<file path="src/srt_ram.sv">
// Generic single-write, single-read RAM with registered read data.
// No dependencies.
`default_nettype none
module srt_ram #(
   parameter int WIDTH = 8,
   parameter int DEPTH = 16
) (
   input  wire logic                     clock,
   input  wire logic                     we,
   input  wire logic [$clog2(DEPTH)-1:0] waddr,
   input  wire logic [WIDTH-1:0]         wdata,
   input  wire logic [$clog2(DEPTH)-1:0] raddr,
   output logic      [WIDTH-1:0]         rdata
);
   logic [WIDTH-1:0] mem [DEPTH];

   always_ff @(posedge clock) begin
      if (we) begin
         mem[waddr] <= wdata;
      end
      rdata <= mem[raddr];
   end
endmodule
`default_nettype wire

</file>
<file path="config.mk">
export PLATFORM = sky130hd
export DESIGN_NAME = srt_ram
export DESIGN_NICKNAME = d
export VERILOG_FILES = /design/src/srt_ram.sv
export SDC_FILE = /design/constraint.sdc
export NUM_CORES = 1
export LEC_CHECK = 0
export ABC_AREA = 0
export BUFFER_PORTS_ARGS = -buffer_cell sky130_fd_sc_hd__buf_2
export CAP_MARGIN = 25
export CORE_ASPECT_RATIO = 0.8
export CORE_MARGIN = 2
export CORE_UTILIZATION = 55
export CTS_CLUSTER_DIAMETER = 120
export CTS_CLUSTER_SIZE = 8
export DETAILED_ROUTE_END_ITERATION = 16
export PLACE_DENSITY = 0.85
export SLEW_MARGIN = 10
export SYNTH_ARGS = -nofsm -noshare
export SYNTH_HDL_FRONTEND = slang
export SYNTH_SLANG_ARGS = --single-unit
export TNS_END_PERCENT = 20
</file>
<file path="constraint.sdc">
create_clock -name clock -period 4.9 [get_ports clock]
set_input_delay 1.225 -clock clock [delete_from_list [all_inputs] [get_ports clock]]
set_output_delay 1.225 -clock clock [all_outputs]
set_load 0.005 [all_outputs]
</file>
# Word-level counts from Yosys, hierarchy flattened
# Memories as Yosys holds them, arrays and structs flattened. A register that Yosys moved wholly into a read port is not among the register bits.
# Index checks and enable logic that the tools add are counted.
[op_classes]
n_mux = 2
[op_table]
columns = ["operator", "count"]
rows = [
  ["1-bit two-way mux", 2],
]
[totals]
mem_bits_rw = 128
regBits = 0
out_inout_bits = 8
n_memories = 1
wordCells = 3
[mem_list]
columns = ["memory", "words", "width", "rd", "rd_clocked_by_memory_dff", "write_ports", "line", "rtl"]
rows = [
  ["mem", 16, 8, 1, 1, 1, "15", "logic [WIDTH-1:0] mem [DEPTH];"],
]

# Logic depth before layout (Yosys ltp)
[depth]
depth_word = 2
depth_mapped = 5
mapped_depth_nobuf = 3

# Least setup slack after synthesis
# OpenSTA, ideal clock, no wires.
[synth_path]
path_kind = "input -> register"
startpoint = "input port waddr[2]"
endpoint = "memory mem[0][0] (enable)"
setup_time_ns = 0.383
arrival_ns = 2.335
required_ns = 4.517
cell_stages = 2
setup_slack_ns = 2.182
cell_sequence = "or3b_2 -> nor3_1"
[synth_rtl]
columns = ["element", "line", "rtl"]
rows = [
  ["start: declaration", "10", "input wire logic [$clog2(DEPTH)-1:0] waddr,"],
  ["end: declaration", "15", ""],
]
# Straight into the memory's write port.

==> impl_metrics.ini <==
[min_path]
holdPathStages = 3
hp-class = flop to flop
min-delay-start = mem[14][7]$_DFFE_PP_
whs_endpoint = rdata[7]$_DFF_P_

[logic_synthesis]
syn-num-nets = 247
synth_edf_count = 128
ys.flop_type = edfxtp_1
synth_top_area_share = 0.747
seq_area_frac_synth = 0.778
syn-mean-instance-area_sq_um = 22.5
syn_area_sq_um = 5150
synth_area_leader_cell = edfxtp_1
yosysUniqueCellTypes = 19
synthTopCellsByCount = edfxtp_1 (128), mux4_2 (18), a22oi_1 (16), mux4_1 (14), nor2_1 (13)
ys_ff_latch = 136
yosysWarnings = 0
synthTopCellsByArea = edfxtp_1 (75%), mux4_2 (7.9%), mux4_1 (7.1%)
syn_inst = 229
async_reset_ff_frac = 0
yosys.cell_count.top_type = edfxtp_1

[power]
cellPowerDensity_nw_per_um2 = 451
swShare = 0.201
p_leak_nw = 2.01
p_int_mw = 2.15
power.share.clock = 0.471
switching_power_mw = 0.541
vdd_ir_drop_max_uv = 367
power_frac_comb = 0.043
p_seq_frac = 0.486

[run]
drv_cap = 0

[setup_path]
required_ns = 5.18
cp_cell_sequence = buf_2 > buf_16 > mux4_1 > a22oi_1 > nand2_1
start_kind = input port
r2r-start = mem[9][3]$_DFFE_PP_
max_stage_delay_ns = 0.57
endpoint_kind = flop
crit_path_max_fanout = 17
path_class = input port to flop
rrSetupSlack_ns = 3.46
worstReg2RegEnd = rdata[3]$_DFF_P_
reg2reg_depth = 3
arrival_ns = 2.93
crit_slowest_cell = mux4_1

[placement]
gp_congestion = 0.781
placement.io_buffers = 25
dpl.hpwl_um = 5900
placedCellCount = 363

[clock_tree]
cts-root-buf = clkbuf_16
cts_resized = 0
numCtsBuffers = 17
clk_pin_slew_ns = 0.06
cts_hold_buf = 0
cts_setup_buffers = 0
clockBufferDepth = 2
cts_sinks = 136
h-tree-depth = 4
cts_tree = built
clk_latency_ns = 0.42

[global_routing]
track_usage = 0.217
grt_pass1_vias = 2459
antenna_found_initial = 1
grt_first_pass_wirelength_um = 14900
grt_max_degree = 33
gr-total-overflow = 0

[die]
io_pins = 26
dieArea_sq_um = 10200
die_h_um = 90.5
die_width_um = 112
rows = 31
initial_core_util = 0.567
coreArea_sq_um = 9080

[sta]
finalSetupTns_ns = 0
max_freq_mhz = 378
fin_hold_ws_ns = 0.679
worstMarginPinSlew_ns = 0.956
maxSlewHeadroom = 0.361
rsz0062_at_grt = false
layout_min_cycle_time_ns = 2.65
setup_viol = 0
fin_crit_sh = 0.540
finalHoldViolations = 0
fin_skew_ns = 0.00849
slew_violations = 0

[finish]
area_growth_pct = 16.2
multi_input_area_sq_um = 1060
antenna_cells = 0
nFillCells = 597
fin_cells = 396
final-seq-area_sq_um = 4000
fin_nets = 286
drive_gt1_frac = 0.281
final_util = 0.659

[routing]
drcViolationCount = 0
dr_total_vias = 2447
vias_per_cell = 6.18
finalWirelength_um = 9940
wl_per_cell_um = 25.1
drtAntennaViolNets = 0
drt_iter0_markers = 227
firstDrtPassIters = 5

[outcome]
status = complete, no violations
-- critical path: cells and delay by family --
kind,cells,cell delay (ns)
simple gates,1,0.13
mux,1,0.57
compound gates,1,0.30
buf+inv,2,0.70
-- state kept, by name (all words and copies together) (netlist names) --
| name | count |
|---|---|
| mem | 128 |
| rdata | 8 |
-- cell type report --
type / instances / share of cell area
Clock buffer: 18 / 0.0734
Clock inverter: 14 / 0.0262
Multi-Input combinational cell: 83 / 0.177
Sequential cell: 136 / 0.669
Tap cell: 115 / 0.0241
Timing Repair Buffer: 30 / 0.0301
-- metal layers --
metal  global-route usage  wire length, um  up-vias
met5                    0               13        -
met4               0.0732              142        2
met3               0.0960              980       15
met2                0.311             4790      124
met1                0.303             4010     1251
li1                     -                -     1055
-- power groups by stage --
stage	sequential, mW	combinational [mW]	clock (mW)
3_3_place_gp	1.33	0.107	0
2_1_floorplan	1.33	0.0660	0
5_1_grt	1.31	0.125	1.33
6_report	1.31	0.115	1.27
4_1_cts	1.31	0.113	1.29
3_5_place_dp	1.33	0.112	0
-- metrics by stage --
stage,setup slack (ns),instance area [sq um],power [mW]
after floorplan,2.18,5150,1.40
after global placement,1.67,5350,1.44
after detailed placement,1.70,5360,1.45
after CTS,2.10,5950,2.71
after global routing,2.20,5980,2.77
final,2.25,5980,2.70
-- cell usage in the layout, fill, tap and decap left out, drive strengths merged --
| cell type | count |
|---|---|
| edfxtp | 128 |
| mux4 | 32 |
| buf | 30 |
| clkbuf | 18 |
| a22oi | 16 |
| nor2 | 13 |
| nand2 | 9 |
| dfxtp | 8 |
| clkinv | 7 |
| nor3 | 4 |
| clkinvlp | 4 |
| bufinv | 3 |
| nand3b | 2 |
| nand2b | 2 |
| nor2b | 1 |
| and2 | 1 |
| and2b | 1 |
| nand3 | 1 |
| or3b | 1 |
-- how the worst max path moves through the flow --
| stage | slack [ns] | from | end | cells after the start |
|---|---|---|---|---|
| 2_1_floorplan | 2.18 | waddr[2] | mem[0][0]$_DFFE_PP_ | 2 |
| 3_3_place_gp | 1.67 | waddr[2] | mem[0][2]$_DFFE_PP_ | 3 |
| 3_5_place_dp | 1.70 | raddr[0] | rdata[3]$_DFF_P_ | 4 |
| 4_1_cts | 2.10 | raddr[0] | rdata[3]$_DFF_P_ | 4 |
| 5_1_grt | 2.20 | raddr[0] | rdata[3]$_DFF_P_ | 5 |
| 6_report | 2.25 | raddr[0] | rdata[3]$_DFF_P_ | 5 |
-- logic make-up (layout without fill, tap and decap cells) --
logic type | after synthesis | after routing | synth area share
AO/OA/AOI/OAI | 16 | 16 | 0.0233
buffers and inverters | 10 | 62 | 0.0168
flip-flops | 136 | 136 | 0.778
multiplexers | 32 | 32 | 0.150
AND/OR/NAND/NOR | 35 | 35 | 0.0318
Power figures use the tool's default switching activity.
