$ cat src/srt_pkg.sv
// Shared constants, codes and types for the retransmit tracker.
// No dependencies; imported by the top level and by srt_mod.
`default_nettype none
package srt_pkg;
   localparam int RING_DEPTH  = 32;
   localparam int IDX_W       = $clog2(RING_DEPTH);
   localparam int CNT_W       = $clog2(RING_DEPTH + 1);
   // modulus is 15 * 2^MOD_LOW_W; the reduction unit folds nibbles mod 15
   localparam int MOD_LOW_W   = 11;
   localparam int SEQ_MODULUS = 15 << MOD_LOW_W;
   localparam int SMOD_W      = 16;
   localparam int WORD_W      = 32;
   localparam int ADDR_W      = 4;

   localparam logic [2:0] FUNC_START   = 3'd0;
   localparam logic [2:0] FUNC_INSERT  = 3'd1;
   localparam logic [2:0] FUNC_ACK     = 3'd2;
   localparam logic [2:0] FUNC_SCAN    = 3'd3;
   localparam logic [2:0] FUNC_WINDOW  = 3'd4;
   localparam logic [2:0] FUNC_RESTAMP = 3'd5;

   localparam logic [2:0] ST_OK      = 3'd0;
   localparam logic [2:0] ST_DUP     = 3'd1;
   localparam logic [2:0] ST_FAST    = 3'd2;
   localparam logic [2:0] ST_NOMATCH = 3'd3;
   localparam logic [2:0] ST_FULL    = 3'd4;

   localparam logic [1:0] REG_CWND   = 2'd0;
   localparam logic [1:0] REG_RTO    = 2'd1;
   localparam logic [1:0] REG_SRTT   = 2'd2;
   localparam logic [1:0] REG_DEVRTT = 2'd3;

   typedef struct packed {
      logic [WORD_W-1:0] seg_start;
      logic [WORD_W-1:0] seg_end;
      logic [WORD_W-1:0] sent;
      logic [SMOD_W-1:0] start_mod;
      logic [SMOD_W-1:0] end_mod;
      logic [1:0]        dups;
   } entry_type;
endpackage
`default_nettype wire

$ cat src/srt_mod.sv
// Reduction of a 32-bit sequence number modulo SEQ_MODULUS (15 * 2^MOD_LOW_W).
// Uses srt_pkg; each value takes two steps: nibble sum, then fold and subtract.
`default_nettype none
module srt_mod import srt_pkg::*; (
   input  wire logic              clock,
   input  wire logic              reset,
   input  wire logic              go,
   input  wire logic [WORD_W-1:0] din,
   output logic                   done,
   output logic [SMOD_W-1:0]      result
);
   // upper part q = din >> MOD_LOW_W; 16 = 1 mod 15, so q mod 15 = nibble sum mod 15
   logic [23:0]          q;
   logic [6:0]           nsum;
   logic [4:0]           fold;
   logic [6:0]           sum_ff, sum_in;
   logic [MOD_LOW_W-1:0] low_ff, low_in;
   logic [SMOD_W-1:0]    rem_ff, rem_in;
   logic                 busy_ff, busy_in, done_ff, done_in;

   always_comb begin
      q    = 24'(din[WORD_W-1:MOD_LOW_W]);
      nsum = 7'(q[3:0]) + 7'(q[7:4]) + 7'(q[11:8]) + 7'(q[15:12])
           + 7'(q[19:16]) + 7'(q[23:20]);
      fold = 5'(sum_ff[6:4]) + 5'(sum_ff[3:0]);
      sum_in  = sum_ff;
      low_in  = low_ff;
      rem_in  = rem_ff;
      busy_in = busy_ff;
      done_in = 1'b0;
      if (go) begin
         sum_in  = nsum;
         low_in  = din[MOD_LOW_W-1:0];
         busy_in = 1'b1;
      end else if (busy_ff) begin
         rem_in  = {1'b0, (fold >= 5'd15) ? 4'(fold - 5'd15) : fold[3:0], low_ff};
         busy_in = 1'b0;
         done_in = 1'b1;
      end
   end

   always_ff @(posedge clock) begin
      if (reset) begin
         busy_ff <= 1'b0;
         done_ff <= 1'b0;
      end else begin
         busy_ff <= busy_in;
         done_ff <= done_in;
      end
      sum_ff <= sum_in;
      low_ff <= low_in;
      rem_ff <= rem_in;
   end

   assign done   = done_ff;
   assign result = rem_ff;
endmodule
`default_nettype wire
$ cat config.mk
export PLATFORM = sky130hd
export DESIGN_NAME = srt_mod
export DESIGN_NICKNAME = d
export VERILOG_FILES = /design/src/srt_pkg.sv /design/src/srt_mod.sv
export SDC_FILE = /design/constraint.sdc
export NUM_CORES = 1
export LEC_CHECK = 0
export ABC_AREA = 1
export BUFFER_PORTS_ARGS = -buffer_cell sky130_fd_sc_hd__buf_2
export CAP_MARGIN = 20
export CORE_MARGIN = 3
export CORE_UTILIZATION = 50
export DETAILED_ROUTE_END_ITERATION = 6
export PLACE_DENSITY = 0.79
export SLEW_MARGIN = 20
export SYNTH_ARGS = -nofsm -noshare
export SYNTH_HDL_FRONTEND = slang
export SYNTH_SLANG_ARGS = --single-unit
$ cat constraint.sdc
create_clock -name clock -period 3.8 [get_ports clock]
set_input_delay 0.57 -clock clock [delete_from_list [all_inputs] [get_ports clock]]
set_output_delay 0.57 -clock clock [all_outputs]
set_load 0.02 [all_outputs]
# Word level (Yosys, flattened, before mapping)
# Cells that the tools add are included.
# word_totals
reg_bits	35
# classes
magnitude_cmp	1
n_addsub	7
bitwise_logic	1
n_mux	3
n_reduce_logical	2
# ops
op	count
6-bit by 4-bit adder with 7-bit output	1
7-bit by 1-bit adder with 7-bit output	1
7-bit by 4-bit adder with 7-bit output	1
5-bit by 4-bit adder with 6-bit output	1
3-bit by 4-bit adder with 5-bit output	1
4-bit by 4-bit adder with 5-bit output	1
5-bit by 4-bit greater-or-equal comparator with 1-bit output, second input constant	1
4-bit two-way mux	1
4-bit subtractor, second input constant	1
1-bit two-way mux	2
2-bit AND reduction	1
2-bit OR reduction	1
1-bit inverter	1

# Logic depth before layout (Yosys ltp)
# logic_depth
ltp_word	5
ltp_mapped	13
ltp_nobuf	13

# Least setup slack after synthesis
# OpenSTA, ideal clock, no wires.
# synth_path
kind	in2reg
from	input din[12]
to	register sum_ff[5], data pin
setup_time_ns	0.258
n_path_buf	0
cell_stages	11
arrival_ns	3.079
path_slack_ns	0.463
path_cell_list	inv_1 fa_1 inv_1 fa_1 fa_1 ha_1 fa_1 a21oi_1 nor2_1 nor2_1 xnor2_1
# synth_between
elab_chain_len	5
# synth_rtl
item	line_no	rtl
start, declared	srt_mod.sv:8	input wire logic [WORD_W-1:0] din,
4-bit by 4-bit adder with 5-bit output	srt_mod.sv:23	nsum = 7'(q[3:0]) + 7'(q[7:4]) + 7'(q[11:8]) + 7'(q[15:12])
5-bit by 4-bit adder with 6-bit output	srt_mod.sv:23	
6-bit by 4-bit adder with 7-bit output	srt_mod.sv:23	
7-bit by 4-bit adder with 7-bit output	srt_mod.sv:24	+ 7'(q[19:16]) + 7'(q[23:20]);
7-bit by 1-bit adder with 7-bit output	srt_mod.sv:24	
via nsum[5]	srt_mod.sv:14	logic [6:0] nsum;
end signal, assigned	srt_mod.sv:50	sum_ff <= sum_in;
end, declared	srt_mod.sv:16	logic [6:0] sum_ff, sum_in;
# The timed path passes the listed nets, and every way through them passes these cells.
# A chain may end at the register's enable or synchronous reset.

# Worst setup path after layout
# layout_path
from	input din[13]
to	register sum_ff[5], data pin
# Same word-level chain as after synthesis.

==> flow_summary.toml <==
[status]
status = "complete, no violations"

[routing]
vias = 1144
wl_per_cell_um = 12.17
vias_per_cell = 4.632
ant_nets = 0
drt_wl_total_mm = 3.005
drt_iter0_markers = 53
drc = 0
first_pass_iters = 4

[synthesis]
synth_area_leaders = "edfxtp_1, fa_1, inv_1"
ys_seq_area_share_pct = 56.40
synthAdderAreaFrac_pct = 21.08
syn_nets = 202
ys_types = 21
async_reset_ff_share_pct = 0
synthCells = 144
ys_top_cells_by_count = "inv_1, edfxtp_1, fa_1, nand2_1, ha_1"
synth-simple-area-share_pct = 9.719
synth_top_cell_by_area = "edfxtp_1"
synth_xor_area_share_pct = 1.437
synth_top_area_share_pct = 54.21
netlist_area_mm2 = 0.001828
ys_warn_count = 0
synth_compound_area_share_pct = 2.327
synth-seq-cells = 35
syn_area_per_cell_um2 = 12.69
synthMuxAreaShare_pct = 0
synth_edf_count = 33
yosysMostFrequentCell = "inv_1"
synth_ff_type = "edfxtp_1"
synth_top_family_by_area = "adder cells"

[worst_setup_path]
regToRegSetupSlack_ps = 1720
worst_setup_path_start_kind = "primary input"
arrival_ps = 3260
rr_worst_depth = 10
critPathMaxFanout = 2
r2r-end = "result[11]"
reg2reg_from = "sum_ff[0]"
worstPathRequired_ps = 3890
criticalPathCategory = "primary input to register"
end_kind = "register"

[layout]
areaGrowthSynthToFinish_pct = 21.01
post-route-cell-area_mm2 = 0.002212
antenna_cells = 0
layout.cells.non_filler = 247
final_nets = 258
drive_gt1_share_pct = 35.32

[global_routing]
grt_usage_pct = 15.16
top_usage_layer = "met2"
use_met3_pct = 3.035
antenna_found_initial = 0
grt_pass1_wl_mm = 5.023
grt_pass1_vias = 1221
use_met1_pct = 16.63
grt_max_degree = 22
grt_overflow = 0
use_met2_pct = 28.25

[hold_path]
min_from = "din[0]"
worstHoldEndpoint = "low_ff[0]"
whs_path_depth = 1
holdCritPathClass = "primary input to register"

[pwr]
cellLeakagePower_nw = 1.075
clockPowerShare_pct = 19.0
power_frac_seq_pct = 39.3
finalPower_w = 0.001364
power.density_mw_per_mm2 = 616.7
ir_drop_mv = 0.2823
p_int_w = 0.0008730
p_sw_w = 0.0004912
swShare_pct = 36.01
comb_power_share_pct = 41.7

[clock_tree]
clock_latency_ps = 330
clock_sinks = 35
cts_tree = "yes"
cts_resized = 0
clk_pin_slew_worst_paths_ps = 110
cts-htree-levels = 2
numCtsBuffers = 5
cts_hold_buf = 0
cts.path.max_buffers = 2
root_buffer = "clkbuf_4"
post_cts_buffers = 0

[floorplanning]
pin_count = 52
core_mm2 = 0.003416
row_count = 21
die_area_mm2 = 0.004418
die_w_um = 66.47
die_h_um = 66.47
start_util_pct = 53.52

[timing]
clock.fmax_ghz = 0.3150
period_minus_slack_ps = 3175
skew_ps = 5.992
tightest_slew_ps = 713.1
slew_headroom_pct = 52.41
rsz0062_at_grt = "no"
timing.final.crit_share_pct = 83.55
final-hold-violation-count = 0
setup_tns_ps = 0
setup_viol = 0
slew_viol_final = 0

[placement]
gp_congestion = 0.8095
hpwlAfterDp_mm = 2.447
placed_cells = 239
io_buffers = 50
placed_area_mm2 = 0.002128

[job]
maxCapViolCount = 0
worst max-delay path, cell delays in order:
cell	delay (ps)
buf_2	70
inv_1	40
fa_1	550
inv_1	60
fa_1	490
inv_1	50
fa_1	490
inv_1	80
fa_1	460
a21oi_1	160
nor2_1	50
nor2_1	110
xnor2_1	80
registers in the layout (all words and copies together), names as in the netlist:
signal	cells
busy_ff	1
result	15
done	1
low_ff	11
sum_ff	7
cell type report:
| type | count | area, um2 |
|---|---|---|
| inverters | 41 | 153.9 |
| fillers | 279 | 1204 |
| repair buffers | 50 | 250.2 |
| well taps | 46 | 57.56 |
| multi-input cells | 67 | 638.1 |
| flip-flops and latches | 35 | 1031 |
| clock inverters | 3 | 43.79 |
| clock buffers | 5 | 37.54 |
how the worst max path moves through the flow:
stage,slack (ps),end,cells after the start,start
6_report,630,sum_ff[5],13,din[13]
5_1_grt,480,sum_ff[5],13,din[13]
4_1_cts,610,sum_ff[6],14,din[13]
3_5_place_dp,280,sum_ff[5],13,din[13]
3_3_place_gp,340,sum_ff[5],12,din[12]
2_1_floorplan,460,sum_ff[5],11,din[12]
placed cells by master, fill, tap and decap left out, drive strengths merged:
| master | netlist | routed |
|---|---|---|
| nor3 | 1 | 1 |
| fa | 13 | 13 |
| nand3 | 6 | 6 |
| clkinv | 0 | 2 |
| ha | 10 | 10 |
| edfxtp | 33 | 33 |
| inv | 41 | 41 |
| nand2 | 17 | 17 |
| conb | 1 | 1 |
| clkbuf | 0 | 5 |
| xnor2 | 1 | 1 |
| o31ai | 1 | 1 |
| bufinv | 0 | 1 |
| a21oi | 4 | 4 |
| xor2 | 2 | 2 |
| nor2 | 7 | 7 |
| buf | 1 | 50 |
| o21a | 2 | 2 |
| dfxtp | 2 | 2 |
| nand4 | 2 | 2 |
per-stage QoR:
stage	setup slack (ps)	hold WS [ps]	util, %
floorplan	463.1	400.3	-
global placement	337.3	401.6	62.31
detailed placement	283.4	404.5	62.31
CTS	614.4	391.1	64.69
global route	482.7	376.6	64.76
finish	625.2	403.7	64.76
cell families (layout without fill, tap and decap cells):
group,Yosys count,count (layout)
buffers and inverters,42,99
flip-flops,35,35
AND/OR/NAND/NOR,33,33
adder cells (fa/ha/maj),23,23
AO/OA/AOI/OAI,7,7
XOR/XNOR,3,3
other,1,1
routing by layer:
metal	vias up	wire length, um
li1	564	-
met1	542	1086
met2	36	1754
met3	2	156
met4	0	8
met5	-	0
power by group through the flow:
stage          logic (W)  clock network, W  registers [W]
3_3_place_gp    0.000516                 0       0.000542
6_report        0.000568          0.000260       0.000536
4_1_cts         0.000568          0.000264       0.000537
5_1_grt         0.000648          0.000283       0.000542
3_5_place_dp    0.000562                 0       0.000546
2_1_floorplan   0.000415                 0       0.000556
No activity file was read; power rests on OpenSTA's default activity.
